File: config.mk
export PLATFORM = sky130hd
export DESIGN_NAME = csvmax_parse
export DESIGN_NICKNAME = d
export VERILOG_FILES = /design/src/csvmax_pkg.sv /design/src/csvmax_parse.sv
export SDC_FILE = /design/constraint.sdc
export NUM_CORES = 1
export LEC_CHECK = 0
export BUFFER_PORTS_ARGS = -buffer_cell sky130_fd_sc_hd__buf_2
export CAP_MARGIN = 30
export CORE_MARGIN = 3
export CORE_UTILIZATION = 55
export DETAILED_ROUTE_END_ITERATION = 16
export PLACE_DENSITY = 0.77
export SLEW_MARGIN = 25
export SYNTH_ARGS = -nofsm -noshare
export SYNTH_HDL_FRONTEND = slang
export SYNTH_SLANG_ARGS = --single-unit
File: constraint.sdc
create_clock -name clk -period 9.2 [get_ports clk]
set_input_delay 0.46 -clock clk [delete_from_list [all_inputs] [get_ports clk]]
set_output_delay 0.46 -clock clk [all_outputs]
set_load 0.02 [all_outputs]
File: src/csvmax_pkg.sv
package csvmax_pkg;

  // Field widths
  localparam int BYTE_W      = 8;
  localparam int VALUE_W     = 32;
  localparam int COL_W       = 14;
  localparam int MAX_W       = 31;
  localparam int CPL_W       = 15;
  localparam int SKIP_W      = 2;
  localparam int ERR_W       = 2;
  localparam int MAG_W       = 32;
  localparam int MAG_EXT_W   = 36;
  localparam int COL_EXT_W   = 17;
  localparam int CFG_IDX_W   = 1;
  localparam int TDATA_IN_W  = 8;
  localparam int TDATA_OUT_W = 80;

  localparam int MAX_COLUMNS_DEF = 16384;

  // Register indexes on the configuration channel
  localparam logic [CFG_IDX_W-1:0] REG_COLUMNS_PER_LINE = 1'd0;
  localparam logic [CFG_IDX_W-1:0] REG_LEADING_SKIP     = 1'd1;

  // Characters
  localparam logic [BYTE_W-1:0] CH_LF    = 8'h0A;
  localparam logic [BYTE_W-1:0] CH_CR    = 8'h0D;
  localparam logic [BYTE_W-1:0] CH_TAB   = 8'h09;
  localparam logic [BYTE_W-1:0] CH_VT    = 8'h0B;
  localparam logic [BYTE_W-1:0] CH_FF    = 8'h0C;
  localparam logic [BYTE_W-1:0] CH_SP    = 8'h20;
  localparam logic [BYTE_W-1:0] CH_COMMA = 8'h2C;
  localparam logic [BYTE_W-1:0] CH_PLUS  = 8'h2B;
  localparam logic [BYTE_W-1:0] CH_MINUS = 8'h2D;
  localparam logic [BYTE_W-1:0] CH_0     = 8'h30;
  localparam logic [BYTE_W-1:0] CH_9     = 8'h39;

  localparam logic [MAG_EXT_W-1:0] MAG_LIMIT = 36'h0_8000_0000;
  localparam logic [MAG_W-1:0]     POS_LIMIT = 32'h7FFF_FFFF;
  localparam logic [COL_W-1:0]     COL_LIMIT = 14'h3FFF;

  typedef enum logic [ERR_W-1:0] {
    ERR_NONE  = 2'd0,
    ERR_FIELD = 2'd1,
    ERR_SHORT = 2'd2,
    ERR_EXTRA = 2'd3
  } err_t;

  // One ended field, handed from the parser to the max-store stage
  typedef struct packed {
    logic               hit;
    logic [VALUE_W-1:0] value;
    logic [COL_W-1:0]   col;
    logic [MAX_W-1:0]   pos;
    logic               keep;
    logic               eol;
    err_t               err;
  } fld_t;

endpackage

File: src/csvmax_parse.sv
module csvmax_parse import csvmax_pkg::*; (
  input  logic              clk,
  input  logic              rst,
  input  logic              take,
  input  logic [BYTE_W-1:0] text_byte,
  input  logic [CPL_W-1:0]  columns_per_line,
  input  logic [SKIP_W-1:0] leading_fields_skipped,
  output fld_t              fld
);

  typedef enum logic [1:0] {
    PH_LINE_START = 2'd0,
    PH_SKIP       = 2'd1,
    PH_NUMBER     = 2'd2,
    PH_BAD        = 2'd3
  } phase_t;

  phase_t            phase, phase_next, eff_ph;
  logic [SKIP_W-1:0] skip_cnt, skip_cnt_next, eff_cnt, cnt_inc;
  logic [COL_W-1:0]  col, col_next, eff_col;
  logic [MAG_W-1:0]  mag, mag_next, eff_mag;
  logic              neg, neg_next, eff_neg;
  logic              dig, dig_next, eff_dig;
  logic              sgn, sgn_next, eff_sgn;

  logic                 is_brk, is_comma, is_digit, is_blank, is_sign, bad, hit;
  logic [MAG_EXT_W-1:0] mag_mul;
  logic [MAG_W-1:0]     pos_val;
  logic [CPL_W-1:0]     col_wide;

  assign is_brk   = (text_byte == CH_LF) || (text_byte == CH_CR);
  assign is_comma = (text_byte == CH_COMMA);
  assign is_digit = (text_byte >= CH_0) && (text_byte <= CH_9);
  assign is_blank = (text_byte == CH_SP) || (text_byte == CH_TAB) ||
                    (text_byte == CH_VT) || (text_byte == CH_FF);
  assign is_sign  = (text_byte == CH_PLUS) || (text_byte == CH_MINUS);

  // x*10 + d as two shifted adds
  assign mag_mul = ({{(MAG_EXT_W-MAG_W){1'b0}}, eff_mag} << 3) +
                   ({{(MAG_EXT_W-MAG_W){1'b0}}, eff_mag} << 1) +
                   {{(MAG_EXT_W-4){1'b0}}, text_byte[3:0]};

  assign cnt_inc  = eff_cnt + 2'd1;
  assign col_wide = {1'b0, eff_col};
  assign bad      = (eff_ph == PH_BAD) || !eff_dig;
  assign pos_val  = (eff_mag > POS_LIMIT) ? POS_LIMIT : eff_mag;

  always_comb begin
    // a non-break byte at line start opens a new line
    eff_ph  = phase;
    eff_cnt = skip_cnt;
    eff_col = col;
    eff_mag = mag;
    eff_neg = neg;
    eff_dig = dig;
    eff_sgn = sgn;
    if (phase == PH_LINE_START && !is_brk) begin
      eff_cnt = '0;
      eff_col = '0;
      eff_mag = '0;
      eff_neg = 1'b0;
      eff_dig = 1'b0;
      eff_sgn = 1'b0;
      eff_ph  = (leading_fields_skipped != '0) ? PH_SKIP : PH_NUMBER;
    end
  end

  always_comb begin
    phase_next    = eff_ph;
    skip_cnt_next = eff_cnt;
    col_next      = eff_col;
    mag_next      = eff_mag;
    neg_next      = eff_neg;
    dig_next      = eff_dig;
    sgn_next      = eff_sgn;
    hit           = 1'b0;
    fld           = '0;
    case (eff_ph)
      PH_LINE_START: begin
        // line break run: nothing to do
      end
      PH_SKIP: begin
        if (is_brk) begin
          phase_next = PH_LINE_START;
          if (columns_per_line != '0) begin
            hit     = 1'b1;
            fld.eol = 1'b1;
            fld.err = ERR_SHORT;
          end
        end else if (is_comma) begin
          skip_cnt_next = cnt_inc;
          if (cnt_inc >= leading_fields_skipped) begin
            phase_next = PH_NUMBER;
            mag_next   = '0;
            neg_next   = 1'b0;
            dig_next   = 1'b0;
            sgn_next   = 1'b0;
          end
        end
      end
      PH_NUMBER, PH_BAD: begin
        if (is_comma || is_brk) begin
          hit       = 1'b1;
          fld.col   = eff_col;
          fld.eol   = is_brk;
          fld.pos   = (!bad && !eff_neg) ? pos_val[MAX_W-1:0] : '0;
          fld.value = bad ? '0 : (eff_neg ? (32'd0 - eff_mag) : pos_val);
          if (col_wide >= columns_per_line) begin
            fld.err = ERR_EXTRA;
          end else if (bad) begin
            fld.err = ERR_FIELD;
          end else if (is_brk && (col_wide + 15'd1 < columns_per_line)) begin
            fld.err = ERR_SHORT;
          end else begin
            fld.err = ERR_NONE;
          end
          fld.keep = (fld.err == ERR_NONE) || (fld.err == ERR_SHORT);
          if (is_brk) begin
            phase_next = PH_LINE_START;
          end else begin
            phase_next = PH_NUMBER;
            if (eff_col < COL_LIMIT) begin
              col_next = eff_col + 14'd1;
            end
          end
          mag_next = '0;
          neg_next = 1'b0;
          dig_next = 1'b0;
          sgn_next = 1'b0;
        end else if (eff_ph == PH_NUMBER) begin
          if (is_digit) begin
            mag_next = (mag_mul > MAG_LIMIT) ? MAG_LIMIT[MAG_W-1:0] : mag_mul[MAG_W-1:0];
            dig_next = 1'b1;
          end else if (!eff_dig && !eff_sgn && is_blank) begin
            // leading blank
          end else if (!eff_dig && !eff_sgn && is_sign) begin
            sgn_next = 1'b1;
            neg_next = (text_byte == CH_MINUS);
          end else begin
            phase_next = PH_BAD;
          end
        end
      end
      default: begin
        phase_next = PH_LINE_START;
      end
    endcase
    fld.hit = hit && take;
  end

  always_ff @(posedge clk) begin
    if (rst) begin
      phase    <= PH_LINE_START;
      skip_cnt <= '0;
      col      <= '0;
      mag      <= '0;
      neg      <= 1'b0;
      dig      <= 1'b0;
      sgn      <= 1'b0;
    end else if (take) begin
      phase    <= phase_next;
      skip_cnt <= skip_cnt_next;
      col      <= col_next;
      mag      <= mag_next;
      neg      <= neg_next;
      dig      <= dig_next;
      sgn      <= sgn_next;
    end
  end

endmodule

-- Word-level counts from Yosys, hierarchy flattened
Index checks and enable logic that the tools add are counted.
W data, S select, Z words.
- $lt $le $gt $ge: 8
- $add $sub $neg: 6
- muxes and demuxes: 76
- reductions and logical operators: 26
- eq/ne operators: 13
- operators with widths (cell ; count):
    $mux W32 ; 11
    $mux W81 ; 1
    $mux W78 ; 1
    $mux W14 ; 5
    $pmux W32 S2 ; 1
    $eq A8 B4 Y1 const B ; 5
    $mux W2 ; 20
    $add A35 B33 Y36 ; 1
    $add A36 B4 Y36 ; 1
    $gt A36 B32 Y1 const B ; 1
    $eq A8 B6 Y1 const B ; 4
    $gt A32 B31 Y1 const B ; 1
    $sub A1 B32 Y32 const A ; 1
    $mux W31 ; 1
    $mux W1 ; 28
    $add A14 B1 Y15 const B ; 1
    $ge A14 B15 Y1 ; 1
    $lt A15 B15 Y1 ; 1
    $reduce_bool A15 Y1 ; 1
    $add A14 B1 Y14 const B ; 1
    $lt A14 B14 Y1 const B ; 1
    $ge A8 B6 Y1 const B ; 1
    $le A8 B6 Y1 const B ; 1
    $logic_and A1 B1 Y1 ; 8
    other kinds (13) ; 31
- output and inout port bits: 82
- register bits: 53
- input port bits: 28
- word-level logic and storage cells: 136

-- Depth between registers and ports, before layout
- depth in word-level cells: 17
- gate-level depth with buffers: 26
- gate-level depth less buffers: 19

-- Worst setup path before layout
No wires, ideal clock.
- path type: input to register
- start: input port text_byte[2]
- end: register mag[0]
- arrival time: 5308 ps
- required time: 9126 ps
- library setup time: 74 ps
- stages on the path: 25
- path slack: 3819 ps
- buffers on the path: 6
- cell sequence: clkbuf_1 or3b_1 a211o_4 nand2b_2 buf_6 buf_2 buf_2 buf_2 nand2_1 inv_1 ha_1 ha_1 inv_1 fa_1 nor2b_1 o31a_1 o31ai_2 a21oi_1 o21ai_0 a31oi_1 or4_1 buf_2 nor2_2 o2111ai_2 o21ai_1
- longest elaborated chain between the ends: 13
- elaborated cells on any way between the ends: 30
- classes of those cells: add/sub: 3; order compare: 4; eq/ne: 6; mux: 11; reduce/logical: 6
- ends and longest elaborated chain (element ; RTL line ; text):
    start: declaration ; csvmax_parse.sv:5 ; input logic [BYTE_W-1:0] text_byte,
    $eq A8 B4 Y1 ; csvmax_parse.sv:31 ; assign is_brk = (text_byte == CH_LF) || (text_byte == CH_CR);
    $logic_or A1 B1 Y1 ; csvmax_parse.sv:31 ;
    $logic_not A1 Y1 ; csvmax_parse.sv:57 ; if (phase == PH_LINE_START && !is_brk) begin
    $logic_and A1 B1 Y1 ; csvmax_parse.sv:57 ;
    $mux W32 ; csvmax_parse.sv:57 ;
    $add A35 B33 Y36 ; csvmax_parse.sv:39 ; assign mag_mul = ({{(MAG_EXT_W-MAG_W){1'b0}}, eff_mag} << 3) +
    $add A36 B4 Y36 ; csvmax_parse.sv:40 ; ({{(MAG_EXT_W-MAG_W){1'b0}}, eff_mag} << 1) +
    $gt A36 B32 Y1 ; csvmax_parse.sv:132 ; mag_next = (mag_mul > MAG_LIMIT) ? MAG_LIMIT[MAG_W-1:0] : mag_mul[MAG_W-1:0];
    $mux W32 ; csvmax_parse.sv:132 ;
    $mux W32 ; csvmax_parse.sv:131 ; if (is_digit) begin
    $mux W32 ; csvmax_parse.sv:130 ; end else if (eff_ph == PH_NUMBER) begin
    $mux W32 ; csvmax_parse.sv:102 ; if (is_comma || is_brk) begin
    $pmux W32 S2 * ; csvmax_parse.sv:78 ; case (eff_ph)
    end signal: assignment ; csvmax_parse.sv:164 ; mag <= mag_next;
    end: declaration ; csvmax_parse.sv:21 ; logic [MAG_W-1:0] mag, mag_next, eff_mag;
Mark *: on every way between the ends. The rest lies on a longest branch, timed or not.
A chain may end at the register's enable or synchronous reset.

==> run summary <==
===============================================================================================
Result of the run ................................................................ complete, no violations
Distinct cell type count after synthesis .........................................           75
Setup slack after placement ......................................................      2.86 ns
Synth Flop Type .................................................................. sky130_fd_sc_hd__dfxtp_1
Pin count of the biggest net entering global routing .............................           40
Total iterations of the first detailed-routing run ...............................            5
Global route overflow ............................................................            0
Overall via count from detail_route ..............................................        8,704
Clk buf depth ....................................................................            2
Routed WL ........................................................................      24.8 mm
Buffer count from post-CTS setup fixing ..........................................            0
Die footprint ....................................................................   15,600 µm²
Antenna diode count ..............................................................            0
Total of cells resized after clock tree synthesis ................................            0
Leading area contributor after synthesis ......................................... sky130_fd_sc_hd__ha_1
Final-report max-slew violation count ............................................            0
Largest family of logic cells by synthesized area ................................ simple AND/OR/NAND/NOR gates
Path type of the worst setup path ................................................    in -> out
Setup violators final ............................................................            0
Site row count ...................................................................           42
Crit Reg-Reg Startpoint ..........................................................     phase[1]
Post-Synthesis Cells .............................................................        1,151
Total negative slack for setup checks ............................................         0 ns
Top-level port count .............................................................          110
Startpoint Class ................................................................. primary input
Net count of the mapped netlist ..................................................        1,276
Final core utilization ...........................................................        62.5%
Post-synthesis sequential area ratio .............................................        13.6%
Post-detailed-route via-to-cell ratio ............................................         6.30
Slew @ Worst Pin .................................................................     0.932 ns
Count of buffers inserted at the top-level ports .................................          109
Clock input transition at the sequential cells of the worst setup and hold paths .      0.08 ns
Worst Reg-to-Reg Cells ...........................................................           17
Total power density per cell area ................................................  70.2 nW/µm²
Area growth from synthesis to final layout .......................................        8.93%
CTS HTree Levels .................................................................            2
Cells taking the most area after synthesis ....................................... sky130_fd_sc_hd__ha_1 15%, sky130_fd_sc_hd__dfxtp_1 14%, sky130_fd_sc_hd__nor2_1 8.3%
Sum of internal, switching and leakage power .....................................     0.595 mW
Multiplexer share of the synthesized area ........................................       0.273%
Via count of the first global-routing pass .......................................        7,893
Hold path depth ..................................................................            2
Synth warn .......................................................................            0
Async set-reset flop share out of synthesis ......................................           0%
Avg Inst Size Synth ..............................................................     6.76 µm²
Highest clock rate ...............................................................      157 MHz
Global router's overall resource usage ...........................................        30.0%
Setup slack on the worst flop-to-flop path .......................................      3.29 ns
Max Cap Violations ...............................................................            0
Overall die height ...............................................................       125 µm
Min-delay worst type .............................................................   reg -> reg
Hold endpoint ....................................................................          sgn
Parity-gate share of the synthesized area counting xor and xnor cells ............        7.21%
Initial Util .....................................................................        57.4%
Fin Hold WS ......................................................................     0.465 ns
Data required time of the worst path .............................................      8.74 ns
Fraction of post-synthesis cell area in the top cell type by area ................        15.4%
Total of fill cells in the finished design .......................................        1,303
Width of the die .................................................................       125 µm
Fraction of the mapped netlist area in adder cells ...............................        15.7%
Clock Skews ......................................................................    0.0152 ns
Clock latency at the later pin of the worst-skew pair ............................      0.30 ns
Number of DRC markers in iteration 0 .............................................          811
Max FO, Critical Path ............................................................           39
Number of clock sinks seen by CTS ................................................           53
Initial antenna violation count ..................................................            0
Fraction of the mapped netlist area in compound gates ............................        27.8%
Final weighted congestion in routability-driven placement ........................         1.07
Period Utilization, post-route ...................................................        69.3%
Setup repair after global routing missed its margin ..............................        false
Hold Path Origin .................................................................          sgn
Count of antenna-violating nets left after detailed routing ......................            0
Cts bufs inserted ................................................................            5
Post-layout worst setup margin ...................................................      2.83 ns
Static leakage power .............................................................      3.99 nW
Synthesized-area fraction occupied by and/or/nand/nor cells ......................        29.2%
Count of hold buffers inserted by post-cts repair ................................            0
CTS root buffer .................................................................. sky130_fd_sc_hd__clkbuf_16
Netlist area before placement ....................................................     7780 µm²
Capture instance of the worst register-to-register path ..........................      mag[24]
Floorplan Core Area ..............................................................   13,600 µm²
Final Net Count ..................................................................        1,330
Final HPWL DP ....................................................................      19.5 mm
Count of state elements after synthesis ..........................................           53
Worst setup EP type .............................................................. primary output
Mean routed wirelength per cell ..................................................      17.9 µm
Number of flops mapped to enable cells by yosys ..................................            0
DRC Markers ......................................................................            0
Count of endpoints failing hold in the final timing report .......................            0
Arr. time, crit path .............................................................      5.91 ns
Worst rel slew slack .............................................................        37.6%
CTS tree .........................................................................          yes
Maximum vdd ir drop ..............................................................  0.0000653 V
Share of layout cells above drive strength 1 .....................................        12.4%
First-pass GRT wire length .......................................................      40.1 mm
Shortest period the worst path allows ............................................      6.37 ns
===============================================================================================
-- final cells by class --
class                           count  area [µm²]  share of cell area, %
Multi-Input combinational cell    979        6240                   73.7
Tap cell                          176         220                   2.60
Timing Repair Buffer              114         583                   6.88
Sequential cell                    53        1060                   12.5
Clock inverter                      3        43.8                  0.517
Clock buffer                        5         125                   1.48
Inverter                           52         195                   2.30
-- metrics by stage --
stage	std cells	instance area, µm²
after global routing	1382	8470
final	1382	8470
after detailed placement	1374	8300
after CTS	1382	8470
after floorplan	1151	7780
after global placement	1374	8300
-- power by group --
group,total [mW],switching [mW],internal (mW)
registers,0.237,0.00525,0.232
clock network,0.223,0.0933,0.129
logic,0.135,0.0919,0.0435
-- cells in the final DEF (no fill, tap or decap), types with 5 or more instances in the layout --
cell type | Yosys | routed
sky130_fd_sc_hd__a211oi_1 | 42 | 42
sky130_fd_sc_hd__xnor2_1 | 33 | 33
sky130_fd_sc_hd__nand4_1 | 18 | 18
sky130_fd_sc_hd__and3_1 | 8 | 8
sky130_fd_sc_hd__nor2b_1 | 6 | 6
sky130_fd_sc_hd__clkbuf_16 | 0 | 5
sky130_fd_sc_hd__xor2_1 | 31 | 31
sky130_fd_sc_hd__a21oi_1 | 96 | 96
sky130_fd_sc_hd__nand2_1 | 128 | 128
sky130_fd_sc_hd__nand2b_1 | 9 | 9
sky130_fd_sc_hd__o21ai_1 | 15 | 15
sky130_fd_sc_hd__nor4_1 | 9 | 9
sky130_fd_sc_hd__buf_2 | 16 | 109
sky130_fd_sc_hd__nor3_1 | 30 | 29
sky130_fd_sc_hd__a31oi_1 | 10 | 10
sky130_fd_sc_hd__ha_1 | 96 | 96
sky130_fd_sc_hd__buf_4 | 1 | 5
sky130_fd_sc_hd__inv_1 | 52 | 52
sky130_fd_sc_hd__a21o_1 | 19 | 19
sky130_fd_sc_hd__or2_2 | 6 | 7
sky130_fd_sc_hd__nor2_1 | 171 | 171
sky130_fd_sc_hd__o2111ai_1 | 6 | 6
sky130_fd_sc_hd__and2_1 | 24 | 24
sky130_fd_sc_hd__dfxtp_1 | 53 | 53
sky130_fd_sc_hd__nand3_1 | 30 | 30
sky130_fd_sc_hd__o211ai_1 | 18 | 18
sky130_fd_sc_hd__a32oi_1 | 5 | 5
sky130_fd_sc_hd__or3_1 | 15 | 15
sky130_fd_sc_hd__o21ai_0 | 52 | 52
sky130_fd_sc_hd__a22oi_1 | 13 | 13
sky130_fd_sc_hd__o21a_1 | 15 | 15
sky130_fd_sc_hd__o21bai_1 | 7 | 7
-- sequential cells by signal, summed over array words and instances, names as in the netlist --
signal and count:
sgn 1, skip_cnt 2, phase 2, col 14, mag 32, neg 1, dig 1
-- cells by family (layout without fill, tap and decap cells) --
group | after synthesis | in the layout
xor+xnor | 64 | 64
compound gates | 334 | 334
flops | 53 | 53
fa+ha+maj | 97 | 97
buf+inv | 119 | 174
simple gates | 482 | 482
mux | 2 | 2
-- worst max-delay path, stage by stage --
cell and delay, ns:
sky130_fd_sc_hd__buf_2 0.12, sky130_fd_sc_hd__or4b_4 0.56, sky130_fd_sc_hd__a211o_4 0.36, sky130_fd_sc_hd__nand2b_2 0.50, sky130_fd_sc_hd__buf_4 0.48, sky130_fd_sc_hd__nand2_1 0.23
sky130_fd_sc_hd__inv_1 0.13, sky130_fd_sc_hd__ha_1 0.25, sky130_fd_sc_hd__nand3_1 0.20, sky130_fd_sc_hd__inv_1 0.09, sky130_fd_sc_hd__nand3_1 0.18, sky130_fd_sc_hd__nor2_1 0.29
sky130_fd_sc_hd__nand4_1 0.16, sky130_fd_sc_hd__xnor2_1 0.25, sky130_fd_sc_hd__ha_1 0.30, sky130_fd_sc_hd__a21o_1 0.16, sky130_fd_sc_hd__a21o_1 0.20, sky130_fd_sc_hd__a2111oi_0 0.58
sky130_fd_sc_hd__a221o_1 0.23, sky130_fd_sc_hd__buf_2 0.17
-- synth_stat cells, types with 7 or more instances --
library cell,count
sky130_fd_sc_hd__ha_1,96
sky130_fd_sc_hd__clkbuf_1,46
sky130_fd_sc_hd__or3_1,15
sky130_fd_sc_hd__nand3_1,30
sky130_fd_sc_hd__nand4_1,18
sky130_fd_sc_hd__nor2_1,171
sky130_fd_sc_hd__a31oi_1,10
sky130_fd_sc_hd__o211ai_1,18
sky130_fd_sc_hd__a211oi_1,42
sky130_fd_sc_hd__nand2_1,128
sky130_fd_sc_hd__o21ai_1,15
sky130_fd_sc_hd__nor4_1,9
sky130_fd_sc_hd__xnor2_1,33
sky130_fd_sc_hd__dfxtp_1,53
sky130_fd_sc_hd__o21bai_1,7
sky130_fd_sc_hd__o21a_1,15
sky130_fd_sc_hd__a21o_1,19
sky130_fd_sc_hd__nor3_1,30
sky130_fd_sc_hd__buf_2,16
sky130_fd_sc_hd__a22oi_1,13
sky130_fd_sc_hd__inv_1,52
sky130_fd_sc_hd__a21oi_1,96
sky130_fd_sc_hd__o21ai_0,52
sky130_fd_sc_hd__nand2b_1,9
sky130_fd_sc_hd__xor2_1,31
sky130_fd_sc_hd__and3_1,8
sky130_fd_sc_hd__and2_1,24
-- how the worst max path moves through the flow --
stage | start | to | slack [ns]
global route | text_byte[4] | fld[1] | 2.49
floorplan | text_byte[2] | mag[0] | 3.82
detailed placement | text_byte[4] | mag[20] | 2.86
global placement | text_byte[4] | mag[26] | 2.93
finish | text_byte[4] | fld[1] | 2.83
CTS | text_byte[4] | fld[1] | 2.96
-- metal layers --
layer  track usage [%]  up-vias  wire length (µm)
met1              41.1     3991             10800
met3              2.53       55              1840
met2              50.0      419             11400
met5                 0        -                 0
li1                  -     4239                 -
met4              10.2        0               798
(Power assumes the default switching activity.)
